File: config.mk
export PLATFORM = sky130hd
export DESIGN_NAME = shi_tomasi_corner_score
export DESIGN_NICKNAME = d
export VERILOG_FILES = /design/src/design/stc_pkg.sv /design/src/design/stc_line_mem.sv /design/src/design/stc_score.sv /design/src/design/shi_tomasi_corner_score.sv
export SDC_FILE = /design/constraint.sdc
export NUM_CORES = 2
export LEC_CHECK = 0
export ABC_CLOCK_PERIOD_IN_PS = 14370
export BUFFER_PORTS_ARGS = -buffer_cell sky130_fd_sc_hd__clkbuf_2
export CAP_MARGIN = 40
export CORE_MARGIN = 2
export CORE_UTILIZATION = 55
export CTS_CLUSTER_SIZE = 12
export DETAILED_ROUTE_END_ITERATION = 16
export PLACE_DENSITY = 0.76
export REMOVE_ABC_BUFFERS = 1
export SYNTH_ARGS = -nofsm -noshare
export SYNTH_HDL_FRONTEND = slang
export SYNTH_SLANG_ARGS = --single-unit
File: constraint.sdc
create_clock -name clk_i -period 14.37 [get_ports clk_i]
set_input_delay 0.7185 -clock clk_i [delete_from_list [all_inputs] [get_ports clk_i]]
set_output_delay 0.7185 -clock clk_i [all_outputs]
set_load 0.02 [all_outputs]
File: src/design/stc_pkg.sv
`timescale 1ns / 1ps
`default_nettype none

package stc_pkg;

  // Fixed field widths of the stream and configuration beats.
  localparam int unsigned PIXEL_W = 8;
  localparam int unsigned SCORE_W = 23;
  localparam int unsigned CFG_W   = 3;

  // Default upper bound of the half window and the reset value of the register.
  localparam int unsigned DEF_MAX_HALF_WINDOW = 7;
  localparam logic [CFG_W-1:0] HALF_WINDOW_RESET = 3'd3;

  // Largest squared central difference of two pixels.
  localparam int unsigned MAX_GRAD_SQ = 65025;

endpackage

`default_nettype wire

File: src/design/stc_line_mem.sv
`timescale 1ns / 1ps
`default_nettype none

module stc_line_mem #(
  parameter int unsigned AW = 6,
  parameter int unsigned DW = 8
) (
  input  wire logic          clk_i,
  input  wire logic          we_i,
  input  wire logic [AW-1:0] waddr_i,
  input  wire logic [DW-1:0] wdata_i,
  input  wire logic [AW-1:0] raddr_a_i,
  input  wire logic [AW-1:0] raddr_b_i,
  output logic      [DW-1:0] rdata_a_o,
  output logic      [DW-1:0] rdata_b_o
);

  logic [DW-1:0] mem [2**AW];

  // Two registered read ports and one write port; a read of the entry being
  // written returns the old contents.
  always_ff @(posedge clk_i) begin
    rdata_a_o <= mem[raddr_a_i];
    rdata_b_o <= mem[raddr_b_i];
    if (we_i) begin
      mem[waddr_i] <= wdata_i;
    end
  end

endmodule

`default_nettype wire

File: src/design/stc_score.sv
`timescale 1ns / 1ps
`default_nettype none

module stc_score #(
  parameter int unsigned SUM_W = 24,
  parameter int unsigned NW    = 12
) (
  input  wire logic                             clk_i,
  input  wire logic                             rst_ni,
  input  wire logic                             start_i,
  input  wire logic        [SUM_W-1:0]          sxx_i,
  input  wire logic        [SUM_W-1:0]          syy_i,
  input  wire logic signed [SUM_W:0]            sxy_i,
  input  wire logic        [NW-1:0]             div_i,
  output logic                                  res_valid_o,
  input  wire logic                             res_ready_i,
  output logic             [stc_pkg::SCORE_W-1:0] score_o
);
  import stc_pkg::*;

  localparam int unsigned QW  = SUM_W + 9;
  localparam int unsigned XW  = 2 * QW;
  localparam int unsigned RW  = QW + 3;
  localparam int unsigned CNW = $clog2(QW);

  typedef enum logic [2:0] {
    S_IDLE, S_MUL, S_ADD, S_ROOT, S_NUM, S_DIV, S_DONE
  } state_e;

  state_e           state_q;
  logic [SUM_W-1:0] diff_q, axy_q;
  logic [SUM_W:0]   t_q;
  logic [NW-1:0]    dv_q;
  logic [2*SUM_W-1:0] sq1_q, sq2_q;
  logic [XW-1:0]    x_q;
  logic [RW-1:0]    rem_q;
  logic [QW-1:0]    root_q;
  logic [QW-1:0]    q_q;
  logic [NW-1:0]    drem_q;
  logic [CNW-1:0]   cnt_q;

  logic [SUM_W-1:0]   diff_d, axy_d;
  logic [SUM_W:0]     neg_xy;
  logic [2*SUM_W+1:0] d_sum;
  logic [RW-1:0]      rem_sh, trial;
  logic [QW-1:0]      tt, num;
  logic [NW:0]        dsh;

  // Operand preparation, one root digit and one quotient bit.
  always_comb begin
    diff_d = (sxx_i >= syy_i) ? (sxx_i - syy_i) : (syy_i - sxx_i);
    neg_xy = -sxy_i;
    axy_d  = sxy_i[SUM_W] ? neg_xy[SUM_W-1:0] : sxy_i[SUM_W-1:0];
    d_sum  = {2'b00, sq1_q} + {sq2_q, 2'b00};
    rem_sh = {rem_q[RW-3:0], x_q[XW-1 -: 2]};
    trial  = {1'b0, root_q, 2'b01};
    tt     = {t_q, 8'h00};
    num    = (tt > root_q) ? (tt - root_q) : '0;
    dsh    = {drem_q, q_q[QW-1]};
  end

  // Sequencer: squares, sum, square root digit by digit, then division.
  always_ff @(posedge clk_i or negedge rst_ni) begin
    if (!rst_ni) begin
      state_q <= S_IDLE;
      cnt_q   <= '0;
    end else begin
      unique case (state_q)
        S_IDLE: begin
          if (start_i) begin
            diff_q  <= diff_d;
            axy_q   <= axy_d;
            t_q     <= {1'b0, sxx_i} + {1'b0, syy_i};
            dv_q    <= div_i;
            state_q <= S_MUL;
          end
        end
        S_MUL: begin
          sq1_q   <= diff_q * diff_q;
          sq2_q   <= axy_q * axy_q;
          state_q <= S_ADD;
        end
        S_ADD: begin
          x_q     <= {d_sum, 16'h0000};
          rem_q   <= '0;
          root_q  <= '0;
          cnt_q   <= CNW'(QW - 1);
          state_q <= S_ROOT;
        end
        S_ROOT: begin
          x_q <= {x_q[XW-3:0], 2'b00};
          if (rem_sh >= trial) begin
            rem_q  <= rem_sh - trial;
            root_q <= {root_q[QW-2:0], 1'b1};
          end else begin
            rem_q  <= rem_sh;
            root_q <= {root_q[QW-2:0], 1'b0};
          end
          if (cnt_q == '0) begin
            state_q <= S_NUM;
          end else begin
            cnt_q <= cnt_q - 1'b1;
          end
        end
        S_NUM: begin
          q_q     <= num;
          drem_q  <= '0;
          cnt_q   <= CNW'(QW - 1);
          state_q <= S_DIV;
        end
        S_DIV: begin
          if (dsh >= {1'b0, dv_q}) begin
            drem_q <= NW'(dsh - {1'b0, dv_q});
            q_q    <= {q_q[QW-2:0], 1'b1};
          end else begin
            drem_q <= dsh[NW-1:0];
            q_q    <= {q_q[QW-2:0], 1'b0};
          end
          if (cnt_q == '0) begin
            state_q <= S_DONE;
          end else begin
            cnt_q <= cnt_q - 1'b1;
          end
        end
        S_DONE: begin
          if (res_ready_i) begin
            state_q <= S_IDLE;
          end
        end
        default: state_q <= S_IDLE;
      endcase
    end
  end

  assign res_valid_o = (state_q == S_DONE);
  assign score_o     = q_q[SCORE_W-1:0];

endmodule

`default_nettype wire

File: src/design/shi_tomasi_corner_score.sv
`timescale 1ns / 1ps
`default_nettype none

// Shi-Tomasi corner score over a streamed square patch of 2h+3 pixels a side.
// Pixels enter in raster order on the slave stream; tuser set marks the
// top-left pixel of a new patch. The master stream gives one score beat, the
// smaller eigenvalue in unsigned Q8, after the last pixel of each patch.
// The configuration channel writes the half window h, which also restarts
// the patch; it is always ready.
// Pixels are taken one per cycle while a patch streams in; the line buffer
// memory is read as a pixel is taken and the sums update in the next cycle.
// After the last pixel the slave side is held off while the score unit steps
// through operand capture, squares, sum, SUM_W+9 square root digits, the
// numerator and SUM_W+9 quotient bits, until the score moves to the output
// register. A score waiting on a stalled receiver does not hold off the
// next patch; a second finished patch waits in the score unit.
// Reset sets h to 3 and clears the position, the sums and both streams.

module shi_tomasi_corner_score #(
  parameter int unsigned MAX_HALF_WINDOW = stc_pkg::DEF_MAX_HALF_WINDOW
) (
  input  wire logic                        clk_i,
  input  wire logic                        rst_ni,
  input  wire logic                        s_axis_tvalid,
  output logic                             s_axis_tready,
  input  wire logic [7:0]                  s_axis_tdata,  // pixel [7:0]
  input  wire logic                        s_axis_tuser,  // first_of_patch [0]
  output logic                             m_axis_tvalid,
  input  wire logic                        m_axis_tready,
  output logic [23:0]                      m_axis_tdata,  // score_q8 [22:0]
  input  wire logic                        cfg_valid_i,
  output logic                             cfg_ready_o,
  input  wire logic [stc_pkg::CFG_W-1:0]   cfg_data_i
);
  import stc_pkg::*;

  localparam int unsigned SIDE_MAX = 2 * MAX_HALF_WINDOW + 3;
  localparam int unsigned CW       = $clog2(SIDE_MAX);
  localparam int unsigned HW       = $clog2(MAX_HALF_WINDOW + 1);
  localparam int unsigned WW       = $clog2(2 * MAX_HALF_WINDOW + 2);
  localparam int unsigned NW       = 2 * WW + 2;
  localparam int unsigned NMAX     = (2 * MAX_HALF_WINDOW + 1) * (2 * MAX_HALF_WINDOW + 1);
  localparam int unsigned SUM_W    = $clog2(NMAX * MAX_GRAD_SQ + 1);

  logic [CFG_W-1:0] half_q;
  logic [CW-1:0]    row_q, col_q;
  logic             busy_q;

  logic [HW-1:0]    h_eff;
  logic [WW-1:0]    win;
  logic [2*WW-1:0]  nsq;
  logic [NW-1:0]    div4n;
  logic [CW-1:0]    side_m1;

  logic             in_acc, cfg_acc, last_in;
  logic [CW-1:0]    r_cur, c_cur;

  // Window geometry from the configured half size, saturated at the maximum.
  always_comb begin
    h_eff   = (32'(half_q) > MAX_HALF_WINDOW) ? HW'(MAX_HALF_WINDOW) : HW'(half_q);
    win     = WW'({h_eff, 1'b1});
    nsq     = (2*WW)'(win) * (2*WW)'(win);
    div4n   = {nsq, 2'b00};
    side_m1 = CW'({h_eff, 1'b0}) + CW'(2);
  end

  assign in_acc      = s_axis_tvalid && s_axis_tready;
  assign cfg_acc     = cfg_valid_i && cfg_ready_o;
  assign cfg_ready_o = 1'b1;
  assign s_axis_tready = !busy_q;

  // Position of the accepted pixel; the new patch flag restarts at the corner.
  always_comb begin
    r_cur   = s_axis_tuser ? '0 : row_q;
    c_cur   = s_axis_tuser ? '0 : col_q;
    last_in = (r_cur == side_m1) && (c_cur == side_m1);
  end

  // Line buffer: row r-2 and row r-1 at the current column.
  logic [7:0] rd_cur, rd_prev;

  stc_line_mem #(
    .AW (CW + 1),
    .DW (PIXEL_W)
  ) u_mem (
    .clk_i     (clk_i),
    .we_i      (in_acc),
    .waddr_i   ({r_cur[0], c_cur}),
    .wdata_i   (s_axis_tdata),
    .raddr_a_i ({r_cur[0], c_cur}),
    .raddr_b_i ({~r_cur[0], c_cur}),
    .rdata_a_o (rd_cur),
    .rdata_b_o (rd_prev)
  );

  // Second stage: beat registered while the memory answers.
  logic       v2_q, first2_q, rok2_q, cok2_q, last2_q;
  logic [7:0] pix2_q, p0_q, p1_q;
  logic signed [8:0] dy_q;

  logic [SUM_W-1:0]        sxx_q, syy_q, sxx_d, syy_d;
  logic signed [SUM_W:0]   sxy_q, sxy_d;
  logic signed [8:0]       dx, dy_now;
  logic signed [17:0]      pxx, pyy, pxy;
  logic                    acc_en;

  // Gradients of the centre one column back, and the new sums.
  always_comb begin
    dx     = $signed({1'b0, rd_prev}) - $signed({1'b0, p0_q});
    dy_now = $signed({1'b0, pix2_q}) - $signed({1'b0, rd_cur});
    pxx    = dx * dx;
    pyy    = dy_q * dy_q;
    pxy    = dx * dy_q;
    acc_en = rok2_q && cok2_q;
    sxx_d  = first2_q ? '0 : sxx_q;
    syy_d  = first2_q ? '0 : syy_q;
    sxy_d  = first2_q ? '0 : sxy_q;
    if (acc_en) begin
      sxx_d = sxx_d + SUM_W'(pxx);
      syy_d = syy_d + SUM_W'(pyy);
      sxy_d = sxy_d + (SUM_W+1)'(pxy);
    end
  end

  // Score unit and output register.
  logic                  sc_valid, sc_ready;
  logic [SCORE_W-1:0]    sc_score;
  logic [SCORE_W-1:0]    out_q;
  logic                  out_v_q;

  assign sc_ready = !out_v_q || m_axis_tready;

  stc_score #(
    .SUM_W (SUM_W),
    .NW    (NW)
  ) u_score (
    .clk_i       (clk_i),
    .rst_ni      (rst_ni),
    .start_i     (v2_q && last2_q),
    .sxx_i       (sxx_d),
    .syy_i       (syy_d),
    .sxy_i       (sxy_d),
    .div_i       (div4n),
    .res_valid_o (sc_valid),
    .res_ready_i (sc_ready),
    .score_o     (sc_score)
  );

  // Position counters, configuration register and busy flag.
  always_ff @(posedge clk_i or negedge rst_ni) begin
    if (!rst_ni) begin
      half_q <= HALF_WINDOW_RESET;
      row_q  <= '0;
      col_q  <= '0;
      busy_q <= 1'b0;
    end else begin
      if (cfg_acc) begin
        half_q <= cfg_data_i;
        row_q  <= '0;
        col_q  <= '0;
      end else if (in_acc) begin
        if (last_in) begin
          row_q <= '0;
          col_q <= '0;
        end else if (c_cur == side_m1) begin
          row_q <= r_cur + 1'b1;
          col_q <= '0;
        end else begin
          row_q <= r_cur;
          col_q <= c_cur + 1'b1;
        end
      end
      if (in_acc && last_in) begin
        busy_q <= 1'b1;
      end else if (sc_valid && sc_ready) begin
        busy_q <= 1'b0;
      end
    end
  end

  // Pipeline stage, column shift of the previous row, and the sums.
  always_ff @(posedge clk_i or negedge rst_ni) begin
    if (!rst_ni) begin
      v2_q  <= 1'b0;
      sxx_q <= '0;
      syy_q <= '0;
      sxy_q <= '0;
    end else begin
      v2_q <= in_acc;
      if (cfg_acc) begin
        sxx_q <= '0;
        syy_q <= '0;
        sxy_q <= '0;
      end else if (v2_q) begin
        if (last2_q) begin
          sxx_q <= '0;
          syy_q <= '0;
          sxy_q <= '0;
        end else begin
          sxx_q <= sxx_d;
          syy_q <= syy_d;
          sxy_q <= sxy_d;
        end
      end
    end
  end

  always_ff @(posedge clk_i) begin
    if (in_acc) begin
      pix2_q   <= s_axis_tdata;
      first2_q <= s_axis_tuser;
      rok2_q   <= (r_cur >= CW'(2));
      cok2_q   <= (c_cur >= CW'(2));
      last2_q  <= last_in;
    end
    if (v2_q) begin
      dy_q <= dy_now;
      p0_q <= p1_q;
      p1_q <= rd_prev;
    end
  end

  // Output register parts the score unit from the receiver.
  always_ff @(posedge clk_i or negedge rst_ni) begin
    if (!rst_ni) begin
      out_v_q <= 1'b0;
    end else if (sc_ready) begin
      out_v_q <= sc_valid;
    end
  end

  always_ff @(posedge clk_i) begin
    if (sc_ready && sc_valid) begin
      out_q <= sc_score;
    end
  end

  assign m_axis_tvalid = out_v_q;
  assign m_axis_tdata  = {1'b0, out_q};

endmodule

`default_nettype wire
==> impl_results.md <==
- Max_cap viols: 0
- Commonest cells in the netlist: inv_1 (1450), fa_1 (1062), edfxtp_1 (903)
- Final Hold Violating Endpoints: 0
- Xor/xnor share of the synthesized area: 3.600%
- I/O pins: 44
- Hold WC Path Type: in2reg
- CTS tree: yes
- Vias in the first global route: 68630
- DRC: 0
- DP Cell Count: 10950
- Utilization after layout: 59.41%
- Most common cell in the netlist: inv_1
- Adder-Cell Fraction of Synth Area: 33.18%
- Largest net degree at the start of global routing: 67
- Hold_ws: 278.2 ps
- Yosys warns: 0
- Vias: 65730
- Critical path origin: p0_q[1]$_DFFE_PP_
- Post-CTS setup buffer count: 0
- Initial DRC count: 6123
- Clk root buf: clkbuf_16
- Compound-cell area share of the yosys netlist: 11.26%
- DRT Pass-1 Iters: 8
- R2r startpoint: p0_q[1]$_DFFE_PP_
- Worst EP arrival: 13260 ps
- Required time of the worst setup path: 14840 ps
- Critical setup path kind: reg2reg
- Final Cycle Share: 89.03%
- First-pass GRT wire length: 373900 um
- Worst-Margin Slew: 981.2 ps
- Clk_lat worst skew: 800 ps
- Syn avg cell area: 10.44 sq um
- Die ar.: 0.1723 sq mm
- Max Clk Rate: 78.17 MHz
- Ratio of cells with drive above 1 in the final layout: 4.784%
- Slew HR: 34.34%
- Max FO, Critical Path: 18
- Simple-gate share of the synthesized area: 10.97%
- Netlist Area Pre-Place: 0.09292 sq mm
- Final-report setup violation count: 0
- Final Wtd Congestion: 0.9227
- Post-synthesis register bit count: 1017
- Total wire length: 233200 um
- Num CTS Buffers: 109
- Critical path's slowest cell: a211oi_1
- Non-filler instance count after layout: 11150
- Die Width: 415.0 um
- Detail Placement HPWL: 171300 um
- Critical Path Start Type: register
- CP endpoint: u_score.diff_q[20]$_DFFE_PP_
- Seq/Total Area, Yosys: 32.17%
- Min Tclk post-route: 12790 ps
- Number of flops mapped to enable cells by yosys: 903
- Area share of the largest cell type after synthesis: 29.18%
- Post-synthesis mux area share: 1.554%
- Core Area: 0.1674 sq mm
- Port Buf Inserts: 41
- RSZ-0062 raised after global routing: false
- Clk slew on worst S/H paths: 60 ps
- CP endpoint kind: register
- Worst Reg-to-Reg Cells: 48
- R2R Path End: u_score.diff_q[20]$_DFFE_PP_
- DRT antenna net count: 0
- Worst stage delay on the critical path: 780 ps
- Status: finished, final reports clean
- Drt wl/cell: 20.91 um
- Main combinational cell family by area after synthesis: adder cells
- Final nets: 10710
- FFs w/ async S/R, synth: 9.636%
- Max-slew violations: 0
- CTS Buffer Depth: 3
- Cell row count: 150
- Netlist cell types: 85
- Fillcell total: 13510
- Vias/cell: 5.894
- Mapped Cells: 8903
- WHS Path Cells: 3
- Top FF cell, synth: edfxtp_1
- Initial antenna violation count: 5
- Clock Sinks: 1017
- Synth top area cells: edfxtp_1 (29%), fa_1 (23%), ha_1 (10%)
- Tot GR Track Use: 27.27%
- Initial Utilization: 55.51%
- Post-Route Setup TNS: 0 ps
- Die Y: 415.0 um
- Dominant cell type by area after synthesis: edfxtp_1
- Grt total ovfl: 0
- Worst R2R Setup Slack: 1580 ps
- H-tree levels: 3
- Worst Skew: 88.85 ps
- P&R area growth vs syn: 7.027%
worst max-delay path: cells and delay by family (launching register included):
family | cells | cell delay (ps)
flops | 1 | 360
xor+xnor | 4 | 1290
compound gates | 16 | 4390
buf+inv | 8 | 1310
fa+ha+maj | 10 | 3740
simple gates | 10 | 1390
per-stage QoR:
step                      setup slack [ps]  instance area, sq um
after floorplan                       2355                 91650
after global placement                1687                 95580
after detailed placement              1938                 95930
after CTS                             1783                 99440
after global routing                 723.4                 99450
final                                 1577                 99450
cell type report:
| type | count | area (sq um) | area share [%] |
|---|---|---|---|
| Multi-Input combinational cell | 6093 | 56400 | 56.70 |
| Sequential cell | 1017 | 29900 | 30.06 |
| Inverter | 1459 | 5477 | 5.507 |
| Clock buffer | 147 | 2900 | 2.916 |
| Tap cell | 2204 | 2758 | 2.773 |
| Timing Repair Buffer | 181 | 1424 | 1.432 |
| Clock inverter | 50 | 601.8 | 0.6051 |
| Antenna cell | 1 | 2.502 | 0.002516 |
cell families after synthesis:
kind of cell	Yosys count
AND/OR/NAND/NOR	2129
adder cells (fa/ha/maj)	1827
buffers and inverters	1793
AO/OA/AOI/OAI	1613
flip-flops	1017
XOR/XNOR	382
multiplexers	140
other	2
metal layers:
| layer | global-route usage [%] | up-vias | part of all wire [%] | wire (um) |
|---|---|---|---|---|
| met4 | 10.03 | 4 | 3.8 | 8954 |
| li1 | - | 29620 | - | - |
| met3 | 4.343 | 572 | 8.4 | 19660 |
| met5 | 0 | - | 0.016 | 37 |
| met2 | 45.11 | 2800 | 48 | 110800 |
| met1 | 36.38 | 32730 | 40 | 93750 |
registers in the layout, summed over array words and instances (netlist names), 9 cells and up:
signal,cells
u_mem.mem,512
u_score.x_q,49
u_score.sq1_q,47
u_score.sq2_q,47
u_score.rem_q,34
u_score.q_q,33
u_score.root_q,33
sxy_q,25
u_score.t_q,25
sxx_q,24
syy_q,24
u_score.axy_q,24
out_q,23
u_score.diff_q,23
u_score.drem_q,10
dy_q,9
repair_timing:
| item | in CTS | in global routing |
|---|---|---|
| resized for setup | 0 | 0 |
| hold buffers | 1 | 0 |
| hold endpoints to repair | 6 | 0 |
worst min-delay path by stage:
stage | slack, ps | endpoint | start
2_1_floorplan | 400 | p0_q[0]$_DFFE_PP_ | p1_q[0]$_DFFE_PP_
5_1_grt | 250 | h_eff[0]$_DFFE_PN1P_ | cfg_data_i[0]
3_3_place_gp | 420 | p1_q[0]$_DFFE_PP_ | u_mem.rdata_b_o[0]$_DFF_P_
3_5_place_dp | 410 | p0_q[1]$_DFFE_PP_ | p1_q[1]$_DFFE_PP_
4_1_cts | 240 | h_eff[0]$_DFFE_PN1P_ | cfg_data_i[0]
6_report | 280 | h_eff[0]$_DFFE_PN1P_ | cfg_data_i[0]
cells in the final DEF (no fill, tap or decap), types with 72 or more instances in the layout:
cell          n
o21ai_0     315
nor2_1      510
dfrtp_1      94
nand2_1     690
xnor2_1     272
xor2_1      110
a22oi_1      76
ha_1        765
buf_4       125
a21oi_1     471
inv_1      1449
clkbuf_16   109
mux2i_1     115
fa_1       1062
a21o_1      163
and2_1      371
nor2b_1     124
nand2b_1     72
edfxtp_1    903
nand3_1      94
Power is not shown: default switching activity piles up to over one toggle a cycle in this logic, so the estimate is an artifact.
